--- src/hw/rtl/rlws_pkg.sv ---
// Shared types, sizes and codes for the RTP loss window statistics block.
package rlws_pkg;

   // Number of cells in the sorted packet table.
   localparam int TABLE_DEPTH = 64;
   localparam int IDX_W = $clog2(TABLE_DEPTH);
   localparam int CNT_W = $clog2(TABLE_DEPTH + 1);

   // Configuration port.
   localparam int PADDR_W = 3;
   localparam logic [PADDR_W-1:0] ADDR_WINDOW = 3'd0;
   localparam logic [19:0] WINDOW_RESET = 20'd30000;

   // Request actions.
   localparam logic ACT_INSERT = 1'b0;
   localparam logic ACT_COMPUTE = 1'b1;

   // Cell operations.
   localparam logic [2:0] OP_HOLD = 3'd0;
   localparam logic [2:0] OP_INSERT = 3'd1;
   localparam logic [2:0] OP_KILL = 3'd2;
   localparam logic [2:0] OP_COMPACT = 3'd3;
   localparam logic [2:0] OP_ROTATE = 3'd4;

   // One table entry.
   typedef struct packed {
      logic        valid;
      logic [15:0] seq;
      logic [31:0] media;
      logic [31:0] arrival;
   } entry_type;

   // Command broadcast to every cell.
   typedef struct packed {
      logic [2:0]  op;
      entry_type   fresh;
      logic [31:0] limit;
      logic        expire_en;
   } ctrl_type;

endpackage

--- src/hw/rtl/rlws_cell.sv ---
// One cell of the sorted packet table chain.
module rlws_cell (
   input  logic               clock,
   input  logic               reset,
   input  rlws_pkg::ctrl_type  ctrl,
   input  rlws_pkg::entry_type left_entry,
   input  rlws_pkg::entry_type right_entry,
   input  logic               left_gt,
   input  logic               left_hole,
   output rlws_pkg::entry_type cur_entry,
   output logic               gt_out,
   output logic               hole_out
);
   import rlws_pkg::*;

   entry_type entry_ff;
   entry_type entry_in;

   // An empty cell sorts after every new entry; equal numbers stay ahead of it.
   assign gt_out = !entry_ff.valid || (entry_ff.seq > ctrl.fresh.seq);
   // A hole at or before this cell pulls the rest of the chain down by one.
   assign hole_out = left_hole || !entry_ff.valid;
   assign cur_entry = entry_ff;

   // Next contents of the cell.
   always_comb begin
      entry_in = entry_ff;
      case (ctrl.op)
         OP_INSERT: begin
            if (gt_out) begin
               entry_in = left_gt ? left_entry : ctrl.fresh;
            end
         end
         OP_KILL: begin
            if (ctrl.expire_en && (entry_ff.arrival < ctrl.limit)) begin
               entry_in.valid = 1'b0;
            end
         end
         OP_COMPACT: begin
            if (hole_out) begin
               entry_in = right_entry;
            end
         end
         OP_ROTATE: begin
            entry_in = right_entry;
         end
         default: begin
         end
      endcase
   end

   always_ff @(posedge clock) begin
      if (reset) begin
         entry_ff.valid <= 1'b0;
      end else begin
         entry_ff <= entry_in;
      end
   end

endmodule
--- config.mk ---
export PLATFORM = sky130hd
export DESIGN_NAME = rlws_cell
export DESIGN_NICKNAME = d
export VERILOG_FILES = /design/src/hw/rtl/rlws_pkg.sv /design/src/hw/rtl/rlws_cell.sv
export SDC_FILE = /design/constraint.sdc
export NUM_CORES = 1
export LEC_CHECK = 0
export ABC_AREA = 1
export BUFFER_PORTS_ARGS = -buffer_cell sky130_fd_sc_hd__buf_2
export CORE_AREA = 2 2 140 142
export DETAILED_ROUTE_END_ITERATION = 12
export DIE_AREA = 0 0 142 144
export HOLD_SLACK_MARGIN = 0.1
export PLACE_DENSITY = 0.71
export SYNTH_ARGS = -nofsm -noshare
export SYNTH_HDL_FRONTEND = slang
export SYNTH_SLANG_ARGS = --single-unit
export TNS_END_PERCENT = 5
--- constraint.sdc ---
create_clock -name clock -period 6.95 [get_ports clock]
set_input_delay 1.39 -clock clock [delete_from_list [all_inputs] [get_ports clock]]
set_output_delay 1.39 -clock clock [all_outputs]
set_load 0.1 [all_outputs]
## Yosys cells after proc, flatten, opt, wreduce, memory -nomap -nowiden

Cells that the tools add are included.

- Register bits: 81
- Word-level logic and storage cells: 28
- Input port bits: 283
- RAM bits: 0
- Latch bits: 0
- ROM bits: 0
- Output and inout bits: 83
- Memories kept: 0

- Shift-type cells: 0
- $mul: 0
- Div/mod/pow operators: 0
- Eq/ne operators: 7
- Magnitude comparators: 2
- Add/sub/neg operators: 0
- Muxes and demuxes: 6
- Reduce and logical (&&, ||, !) cells: 8
- Bitwise operators: 1

Operator list:

| cell | number |
|---|---|
| 81-bit 2-to-1 mux | 3 |
| 80-bit case mux with 3 select lines | 1 |
| 32-bit less-than comparator | 1 |
| 16-bit greater-than comparator | 1 |
| 4-bit AND reduction | 2 |
| 3-bit by 2-bit equality test with 1-bit output, second input constant | 2 |
| 2-bit inequality test, second input constant | 3 |
| 1-bit case mux with 4 select lines | 1 |
| 4-bit nonzero test | 1 |
| 3-bit by 1-bit equality test with 1-bit output, second input constant | 1 |
| 3-bit equality test, second input constant | 1 |
| 3-bit nonzero test | 1 |
| 1-bit logical OR | 2 |
| 1-bit logical AND | 1 |
| 1-bit zero test | 1 |
| 1-bit 2-to-1 mux | 1 |
| 1-bit inverter | 1 |

## Depth between registers and ports, before layout

Gate-level depths: netlist of the first run.

- Depth in word-level cells: 4
- Gate-level depth with buffers: 18

## Worst setup path after synthesis of the first run

No wires, ideal clock.

- Path kind: input-to-reg
- Start: input left_hole
- End: register entry_ff, in the netlist cur_entry[0] (enable)
- Cell stages on the path: 5
- Required time: 6.431 ns
- Arrival: 5.706 ns
- Slack: 0.725 ns
- Cell sequence: inv_1 nand2_1 or2_2 nand2_1 nor2_1

- Longest elaborated chain between the ends: 3

Ends and longest elaborated chain:

| what | line | source |
|---|---|---|
| start: declaration | rlws_cell.sv:9 | `input logic left_hole,` |
| 1-bit logical OR | rlws_cell.sv:22 | `assign hole_out = left_hole \|\| !entry_ff.valid;` |
| net hole_out | rlws_cell.sv:12 | `output logic hole_out` |
| 2-bit inequality test (no source line) | - |  |
| 4-bit AND reduction (no source line) | - |  |
| end signal: assignment | rlws_cell.sv:56 | `entry_ff <= entry_in;` |
| end: declaration | rlws_cell.sv:16 | `entry_type entry_ff;` |

The timed path passes the listed nets, and every way through them passes these cells.
A chain may end at the register's enable or synchronous reset.

## Worst setup path after layout of the first run

- Start: input ctrl[108] (netlist bit)
- End: output gt_out

- Longest elaborated chain between the ends: 2

Ends and longest elaborated chain:

| what | line | source |
|---|---|---|
| start: declaration | rlws_cell.sv:5 | `input rlws_pkg::ctrl_type ctrl,` |
| 16-bit greater-than comparator | rlws_cell.sv:20 | `assign gt_out = !entry_ff.valid \|\| (entry_ff.seq > ctrl.fresh.seq);` |
| 1-bit logical OR | rlws_cell.sv:20 |  |
| end: declaration | rlws_cell.sv:11 | `output logic gt_out,` |

Every way passes these cells.

==> reports/qor.yml, run 1 <==
setup_path:
  cp_slowest_stage_delay_ns: 0.44
  regToRegEndpoint: "cur_entry[25]"
  cp_common_cell: "nand2_1"
  crit_fanout: 3
  r2r_setup_slack_ns: 3.86
  critical_path_buf_inv_count: 3
  cp-start-kind: "input port"
  cp_data_required_time_ns: 5.56
  worstSetupPathDepth: 10
  path_cells: "buf_2 > inv_1 > ha_1 > nand4_1 > nor3_1 > nand2_1 > nand2_1 > nand2_1 > nand2_1 > buf_2"
  cp_top_family: "simple AND/OR/NAND/NOR gates"
  cp-end-kind: "output pin"
  critical_path_class: "input port to output pin"
  crit_slowest_cell: "buf_2"
  worstRegToRegCells: 10
  worstPathArrival_ns: 3.00
  r2r_start: "cur_entry[75]"
synth:
  synth_warnings: 0
  synthCells: 746
  ys_seq_area_share_pct: 42.9
  synth_nets: 1076
  ys_types: 24
  synth_flop_cell: "edfxtp_1"
  syn_area_um2: 5640
  ys_async_sr_fraction_pct: 0
  ys_ff_latch: 81
  synth_edf_count: 80
  syn_area_per_cell_um2: 7.56
sta:
  period_share_pct: 63.1
  fmax_ghz: 0.228
  tightest_slew_ns: 1.16
  hold_viol: 0
  setup_ws_ns: 2.56
  setup_viol: 0
  period_minus_slack_ns: 4.39
  fin_worst_skew_ns: 0.0119
  rsz0062_at_grt: "no"
  maxSlewViolCount: 0
  timing.slew.headroom_pct: 22.3
  tns_ns: 0
hold_path:
  hold_path_depth: 2
  min-delay-start: "cur_entry[80]"
  whs_endpoint: "cur_entry[80]"
  min_path_type: "register to register"
die:
  fp.dieH_um: 144
  die_w_um: 142
  rows: 51
  start_util_pct: 29.6
  die_area_um2: 20400
  io_pins: 366
  core_area_um2: 19100
cells_and_area:
  largest_reg_flops: 81
  area_growth_pct: 42.2
  fill_cells: 1975
  post-route-util_pct: 42.0
  multi_input_area_um2: 2590
  diodes: 0
  seqCellArea_um2: 2420
  drive_above_1_share_pct: 35.3
  final_nets: 1420
route:
  vias: 5958
  routed_wl_um: 19100
  dr.pass1.iters: 5
  drcViolationCount: 0
  routedWlPerCell_um: 14.3
  avgViaCountPerCell: 4.47
  drt-initial-drc-count: 255
  antenna_left: 0
global_route:
  grt_pass1_vias: 5561
  grt_overflow: 0
  grt_max_degree: 87
  grt_usage_pct: 17.9
  antenna_found_initial: 0
  grt_pass1_wl_um: 28200
clock_tree:
  clkTransAtPathRegs_ns: 0.07
  cts_buffer_depth: 2
  clk_latency_ns: 0.34
  root_buffer: "clkbuf_16"
  numCtsBuffers: 9
  cts_setup_buffers: 0
  cts_hold_buffers: 0
  cts-htree-levels: 3
  cts_resized: 0
  cts_sinks: 81
  tritoncts: "built"
power_and_ir_drop:
  leakagePower_nw: 4.22
  vdd_drop_max_mv: 0.101
  power.density_nw_per_um2: 207
place:
  place_ws_ns: 2.63
  port_buffers: 365
  place_hpwl_um: 15400
  gp_congestion: 0.936
job:
  cap_violations: 0
outcome:
  status: "finished clean"
-- worst reg2reg max path, cell delays in order, from the launching register on --
cell and delay (ns):
edfxtp_1 0.42, ha_1 0.34, nand4_1 0.15, nor3_1 0.25
nand2_1 0.09, nand2_1 0.06, nand2_1 0.06, nand3_1 0.07
nand2_1 0.10, nor2_4 0.88, buf_12 0.34
-- how the worst max path moves through the flow --
stage / from / to / slack, ns
after floorplan: left_hole / cur_entry[0] / 0.73
after CTS: ctrl[108] / gt_out / 2.63
after detailed placement: ctrl[108] / gt_out / 2.63
after global placement: ctrl[108] / gt_out / 2.67
after global routing: ctrl[108] / gt_out / 2.51
final: ctrl[108] / gt_out / 2.56
-- synthesized netlist by cell type (2+ instances only) --
master    instances  area, um2
nand4_1           5       31.3
inv_1           127        477
ha_1             47        588
nor3_1            3       15.0
a21oi_1          21        105
o21ai_1           7       35.0
nor2_1           18       67.6
nand2_1         243        912
buf_2            10       50.1
clkbuf_1         23       86.3
o21ai_0         144        721
edfxtp_1         80       2400
buf_6             2       22.5
nand3_1           6       30.0
-- report_power, final --
group          leakage [nW]  total, mW  switching (mW)  internal (mW)
Sequential            0.750      0.591          0.0136          0.578
Clock                 0.170      0.589           0.201          0.388
Combinational          3.30      0.478           0.343          0.135
-- cell families (layout without fill, tap and decap cells) --
logic type	after synthesis	in the layout	share of synthesized area, %
adder cells (fa/ha/maj)	47	47	10.4
buffers and inverters	163	512	11.3
AO/OA/AOI/OAI	175	175	15.7
AND/OR/NAND/NOR	279	279	19.3
flip-flops	81	81	42.9
multiplexers	1	1	0.266
-- cell usage in the layout (no fill, tap or decap) --
cell type	netlist	final
dfxtp_1	1	1
a21oi_1	21	21
nor2_1	18	17
ha_1	47	47
nor3_1	3	3
clkinv_1	1	1
edfxtp_1	80	80
nand2_4	0	1
bufinv_16	0	4
nor3b_1	1	1
clkbuf_1	23	2
buf_12	0	1
nand4_1	5	5
a21o_1	1	1
a32o_1	1	1
nand3_1	6	6
or2_2	1	1
nand3b_1	1	1
o211ai_1	1	1
o21ai_1	7	7
clkinvlp_4	0	1
o21ai_0	144	144
buf_2	10	364
nand2_1	243	242
nor4_2	1	1
buf_4	0	3
clkbuf_16	0	9
inv_1	127	127
mux2_4	1	1
nor2_4	0	1
-- metal layers --
layer  GRT usage (%)  part of all wire [%]  vias up
li1                -                     -     3106
met3            4.70                   6.6       57
met5               0                     0        -
met1            21.7                    42     2560
met2            29.4                    47      235
met4            9.47                   4.1        0
-- final cells by class --
| cell class | instances | area share (%) |
|---|---|---|
| repair buffers | 368 | 23.2 |
| clock inverters | 5 | 1.59 |
| well taps | 238 | 3.71 |
| multi-input cells | 502 | 32.3 |
| inverters | 128 | 5.99 |
| flip-flops and latches | 81 | 30.2 |
| clock buffers | 11 | 2.90 |
-- stage by stage --
| stage | hold slack, ns | instance area (um2) | power [mW] | instances |
|---|---|---|---|---|
| 2_1_floorplan | 0.990 | 5640 | 0.932 | 746 |
| 3_3_place_gp | 0.568 | 7660 | 1.08 | 1317 |
| 3_5_place_dp | 0.583 | 7660 | 1.08 | 1317 |
| 4_1_cts | 0.593 | 8020 | 1.68 | 1333 |
| 5_1_grt | 0.648 | 8020 | 1.74 | 1333 |
| 6_report | 0.590 | 8020 | 1.66 | 1333 |
Note: power is estimated with default switching activity, not from simulation.
==> run 2: changes to the inputs <==
Settings changed: ABC_AREA 1 to 0, CORE_AREA 2 2 140 142 to 2 2 141 143, DIE_AREA 0 0 142 144 to 0 0 143 145.
Clock period 6.95 ns to 3.85 ns, I/O delays scaled along.
==> run 2 against run 1 <==
Wire length is 8.2% lower. Die area is 1.4% higher. Setup slack worse by 2.1 ns. First-iteration DRC count is 63% lower. Count of clock-buffer cells in the layout is 2 lower. Combinational power is 84% higher. Largest power group unchanged. Sequential share of layout area is 0.071 points higher. Hold slack better by 0.092 ns. Utilization is 0.38 points lower. Final area is 0.23% lower.
==> reports/qor.yml, run 2 <==
global_route:
  grt_overflow: 0  # unchanged
  grt_usage_pct: 16.5  # -1.4 points
  antenna_found_initial: 3  # +3
  grt_max_degree: 81  # -6.9%
  grt_pass1_vias: 5272  # -5.2%
  grt_pass1_wl_um: 26400  # -6.7%
route:
  routedWlPerCell_um: 14.9  # +4.1%
  vias: 5246  # -12%
  antenna_left: 0  # unchanged
  drt-initial-drc-count: 94  # -63%
  routed-wl-met2_um: 8800  # -2.4%
  avgViaCountPerCell: 4.46  # -0.20%
  drcViolationCount: 0  # unchanged
  routed_wl_um: 17500  # -8.2%
  top_layer: "met5"
  wirelength_met1_um: 7150  # -11%
  wl_met3_um: 1370  # +8.4%
  dr.pass1.iters: 4  # -1
synth:
  ys_async_sr_fraction_pct: 0  # unchanged
  yosysMostFrequentCell: "a21oi_1"
  synth.top_cell.area_share_pct: 44.6  # +2.0 points
  ys_ff_latch: 81  # unchanged
  ys_top_cells_by_count: "a21oi_1, nor2_1, edfxtp_1, mux2i_1, inv_1"
  syn_area_per_cell_um2: 10.2  # +34%
  ys_types: 42  # +75%
  synth_edf_count: 80  # unchanged
  synth_flop_cell: "edfxtp_1"
  synth_area_leaders: "edfxtp_1, mux2i_1, ha_1"
  ys_seq_area_share_pct: 45.0  # +2.1 points
  synth_nets: 860  # -20%
  synth_warnings: 0  # unchanged
  synth_top_area_cell: "edfxtp_1"
  synthCells: 530  # -29%
  syn_area_um2: 5380  # -4.6%
place:
  port_buffers: 365  # unchanged
  dp_cells: 1158  # -12%
  gp_congestion: 0.860  # -8.1%
  place_hpwl_um: 14400  # -6.6%
  place_ws_ns: 0.468  # -2.16 ns
  placed_area_um2: 7690  # +0.38%
outcome:
  status: "finished clean"
sta:
  whs_ns: 0.682  # +0.0921 ns
  setup_viol: 0  # unchanged
  maxSlewViolCount: 0  # unchanged
  period_share_pct: 87.8
  tns_ns: 0  # unchanged
  rsz0062_at_grt: "no"
  fin_worst_skew_ns: 0.0108  # -0.00110 ns
  period_minus_slack_ns: 3.38
  tightest_slew_ns: 1.01  # -0.153 ns
  fmax_ghz: 0.296
  hold_viol: 0  # unchanged
  timing.slew.headroom_pct: 32.6  # +10 points
  setup_ws_ns: 0.471  # -2.09 ns
setup_path:
  critical_path_class: "input port to output pin"
  worstPathArrival_ns: 2.61  # -0.39 ns
  cp_data_required_time_ns: 3.08  # -2.48 ns
  cp-end-kind: "output pin"
  cp-start-kind: "input port"
  crit_fanout: 2  # -1
clock_tree:
  numCtsBuffers: 9  # unchanged
  clk_latency_ns: 0.34  # about the same
  cts_resized: 0  # unchanged
  cts-htree-levels: 3  # unchanged
  cts_sinks: 81  # unchanged
  cts_hold_buffers: 0  # unchanged
  cts_setup_buffers: 0  # unchanged
  clkTransAtPathRegs_ns: 0.06  # about the same
  root_buffer: "clkbuf_16"
  cts_buffer_depth: 2  # unchanged
  tritoncts: "built"
cells_and_area:
  drive_above_1_share_pct: 45.4  # +10 points
  largest_reg_flops: 81  # unchanged
  mostFrequentLayoutCells: "buf_2, a21oi_1, nor2_1, mux2i_1, edfxtp_1"
  mostFrequentLayoutCell: "buf_2"
  final_nets: 1234  # -13%
  area_growth_pct: 48.6
  stdcell_count: 1176  # -12%
  stdcell_area_um2: 8000  # -0.23%
die:
  core_area_um2: 19200  # +0.67%
  io_pins: 366  # unchanged
  rows: 51  # unchanged
  start_util_pct: 28.0  # -1.5 points
  die_w_um: 143  # +0.70%
  fp.dieH_um: 145  # +0.69%
  die_area_um2: 20700  # +1.4%
power_and_ir_drop:
  vdd_drop_max_mv: 0.235  # +130%
  power.density_nw_per_um2: 355  # +72%
  leakagePower_nw: 4.05  # -4.1%
hold_path:
  min_path_type: "input port to register"
job:
  cap_violations: 0  # unchanged
==> run 2: cell count changes in the layout (fill, tap and decap cells not counted), moves of 3 or more <==
cell,delta
a21o_1,+7
a21oi_1,+73
buf_4,+19
bufinv_16,-3
inv_1,-79
inv_6,+3
mux2i_1,+80
nand2_1,-234
nand3_1,-5
nor2_1,+67
nor2b_1,+3
o21ai_0,-139
o21ai_1,-3
==> run 2: cell type report <==
class	count	area, um2
repair buffers	389	2050
fillers	1898	11200
inverters	48	180
clock buffers	9	225
multi-input cells	375	2710
flip-flops and latches	81	2420
diodes	2	5.00
clock inverters	7	82.6
well taps	265	332
==> run 2: metal layers <==
metal	vias up	GRT usage [%]
met5	-	0
met4	2	4.31
met3	15	4.95
met2	226	29.5
met1	2339	18.9
li1	2664	-
==> run 2: worst paths after layout <==
path                 startpoint             to  cells past startpoint  slack, ns
setup / recovery      ctrl[102]         gt_out                     10       0.47
hold / removal            reset  cur_entry[80]                      2       0.68
setup reg to reg  cur_entry[79]  cur_entry[41]                      9       0.98
hold reg to reg   cur_entry[80]  cur_entry[80]                      3       0.70
==> run 2: power by group <==
group	internal [mW]	switching (mW)	leakage, nW
Clock	0.515	0.388	0.145
Combinational	0.289	0.592	3.16
Sequential	1.04	0.0209	0.746
==> run 2: cells by family (layout without fill, tap and decap cells) <==
group	after synthesis	in the layout	share of synthesized area, %
other	0	2	0
adder cells (fa/ha/maj)	47	47	10.9
buffers and inverters	74	453	5.21
flip-flops	81	81	45.0
multiplexers	82	82	15.3
AO/OA/AOI/OAI	129	129	13.9
AND/OR/NAND/NOR	117	117	9.62
==> run 2: metrics by stage <==
step / util, % / power [mW]
4_1_cts: 41.6 / 2.89
2_1_floorplan: - / 1.67
3_3_place_gp: 40.0 / 1.95
6_report: 41.7 / 2.84
5_1_grt: 41.6 / 2.99
3_5_place_dp: 40.0 / 1.97
==> run 2: critical path, cell delays in order <==
cell       delay (ns)
buf_2            0.09
inv_1            0.04
ha_1             0.30
a21o_1           0.16
a21o_1           0.17
a21o_1           0.18
a2111oi_1        0.37
buf_4            0.18
o21ai_1          0.05
buf_2            0.30
==> run 3: changes to the inputs <==
Settings changed: PLACE_DENSITY 0.71 to not set, PLACE_DENSITY_LB_ADDON set to 0.15.
==> run 3 against run 2 <==
Final area down 1.5%. First-iteration DRC count up 34%. Non-clock buffer count down 18. Largest power group unchanged. Utilization down 0.62 points. Largest cell class unchanged. Count of clock-buffer cells in the layout unchanged. Sequential power about the same.
==> reports/qor.yml, run 3 (synthesis results as in run 2) <==
outcome:
  status: "finished clean"
setup_path:
  cp_data_required_time_ns: 3.08  # about the same
  r2r_setup_slack_ns: 1.15  # +0.17 ns
  cp-end-kind: "output pin"
  crit_fanout: 2  # unchanged
  regToRegEndpoint: "cur_entry[43]"
  r2r_start: "cur_entry[78]"
  critical_path_class: "input port to output pin"
  worstPathArrival_ns: 2.54  # -0.07 ns
  cp-start-kind: "input port"
  worstRegToRegCells: 8  # -1
place:
  place_hpwl_um: 13800  # -4.4%
  place_ws_ns: 0.536  # +0.0681 ns
  dp_cells: 1140  # -1.6%
  port_buffers: 365  # unchanged
  gp_congestion: 0.763  # -11%
cells_and_area:
  largest_reg_flops: 81  # unchanged
  mostFrequentLayoutCells: "buf_2, a21oi_1, nor2_1, mux2i_1, edfxtp_1"
  final_nets: 1216  # -1.5%
  fill_cells: 1969  # +3.7%
  area_growth_pct: 46.4
  drive_above_1_share_pct: 44.2  # -1.3 points
  stdcell_count: 1157  # -1.6%
  mostFrequentLayoutCell: "buf_2"
sta:
  tightest_slew_ns: 0.634  # -0.375 ns
  setup_ws_ns: 0.536  # +0.0654 ns
  maxSlewViolCount: 0  # unchanged
  rsz0062_at_grt: "no"
  fin_worst_skew_ns: 0.00944  # -0.00140 ns
  setup_viol: 0  # unchanged
  period_minus_slack_ns: 3.31  # -0.0654 ns
  period_share_pct: 86.1  # -1.7 points
  timing.slew.headroom_pct: 57.7  # +25 points
  fmax_ghz: 0.302  # +2.0%
  hold_viol: 0  # unchanged
route:
  drt-initial-drc-count: 126  # +34%
  routed_wl_um: 16600  # -5.1%
  routedWlPerCell_um: 14.4  # -3.5%
  dr.pass1.iters: 4  # unchanged
  antenna_left: 0  # unchanged
  avgViaCountPerCell: 4.36  # -2.2%
  drcViolationCount: 0  # unchanged
  vias: 5046  # -3.8%
power_and_ir_drop:
  power.density_nw_per_um2: 358  # +0.59%
  leakagePower_nw: 3.97  # -1.8%
  vdd_drop_max_mv: 0.217  # -7.7%
clock_tree:
  cts_resized: 0  # unchanged
  clkTransAtPathRegs_ns: 0.06  # about the same
  root_buffer: "clkbuf_16"
  cts_hold_buffers: 0  # unchanged
  tritoncts: "built"
  numCtsBuffers: 9  # unchanged
  cts-htree-levels: 3  # unchanged
  cts_sinks: 81  # unchanged
  clk_latency_ns: 0.34  # about the same
  cts_setup_buffers: 0  # unchanged
  cts_buffer_depth: 2  # unchanged
die:
  fp.dieH_um: 145  # unchanged
  rows: 51  # unchanged
  io_pins: 366  # unchanged
  core_area_um2: 19200  # unchanged
  die_area_um2: 20700  # unchanged
  die_w_um: 143  # unchanged
  start_util_pct: 28.0  # unchanged
hold_path:
  min_path_type: "input port to register"
  min-delay-start: "reset"
  whs_endpoint: "cur_entry[80]"
  hold_path_depth: 2  # unchanged
global_route:
  grt_usage_pct: 15.9  # -0.57 points
  grt_pass1_vias: 5134  # -2.6%
  grt_pass1_wl_um: 25500  # -3.2%
  grt_max_degree: 81  # unchanged
  grt_overflow: 0  # unchanged
  antenna_found_initial: 2  # -1
job:
  cap_violations: 0  # unchanged
==> run 3: cell count changes in the layout (fill, tap and decap cells not counted) <==
cell / change
clkinv_1: +1
buf_12: +1
buf_2: -1
buf_4: -18
inv_6: -3
bufinv_16: +1
inv_8: -1
clkinv_2: +1
==> run 3: critical path, cell delays in order <==
cell and delay (ns):
buf_2 0.09, inv_1 0.04, ha_1 0.30, a21o_1 0.16
a21o_1 0.16, a21o_1 0.17, a2111oi_1 0.50, o21ai_1 0.17
buf_12 0.20
==> run 3: where the power goes <==
group          leakage (nW)  switching [mW]  internal, mW
Sequential            0.746          0.0189          1.04
Combinational          3.08           0.580         0.275
Clock                 0.145           0.343         0.561
Total                  3.97           0.943          1.88
==> run 3: how the worst max path moves through the flow <==
stage,endpoint,depth (start not counted),start
global route,gt_out,9,ctrl[102]
detailed placement,gt_out,9,ctrl[102]
finish,gt_out,9,ctrl[102]
floorplan,cur_entry[0],7,cur_entry[79]
CTS,gt_out,9,ctrl[102]
global placement,gt_out,9,ctrl[102]
==> run 3: routing by layer <==
metal	global-route usage, %	part of all wire, %	up-vias
li1	-	-	2629
met1	17.3	39	2204
met2	28.6	51	201
met3	5.74	8.9	12
met4	4.90	1.0	0
met5	0	0	-
==> run 3: per-stage QoR <==
step                      util (%)  TNS (ns)  area (um2)  hold slack (ns)  power [mW]
after floorplan                  -    -52.06        5400            0.870        1.67
after global placement        39.4         0        7570            0.711        1.94
after detailed placement      39.4         0        7570            0.704        1.94
after CTS                     41.0         0        7880            0.673        2.87
after global routing          41.0         0        7880            0.681        2.97
final                         41.0         0        7880            0.697        2.82
==> run 3: final cells by class <==
| cell class | count | area [um2] | area share, % |
|---|---|---|---|
| Clock buffer | 9 | 225 | 2.86 |
| Tap cell | 265 | 332 | 4.21 |
| Timing Repair Buffer | 371 | 1930 | 24.4 |
| Sequential cell | 81 | 2420 | 30.7 |
| Inverter | 48 | 180 | 2.29 |
| Multi-Input combinational cell | 375 | 2710 | 34.3 |
| Antenna cell | 2 | 5.00 | 0.0635 |
| Clock inverter | 6 | 83.8 | 1.06 |
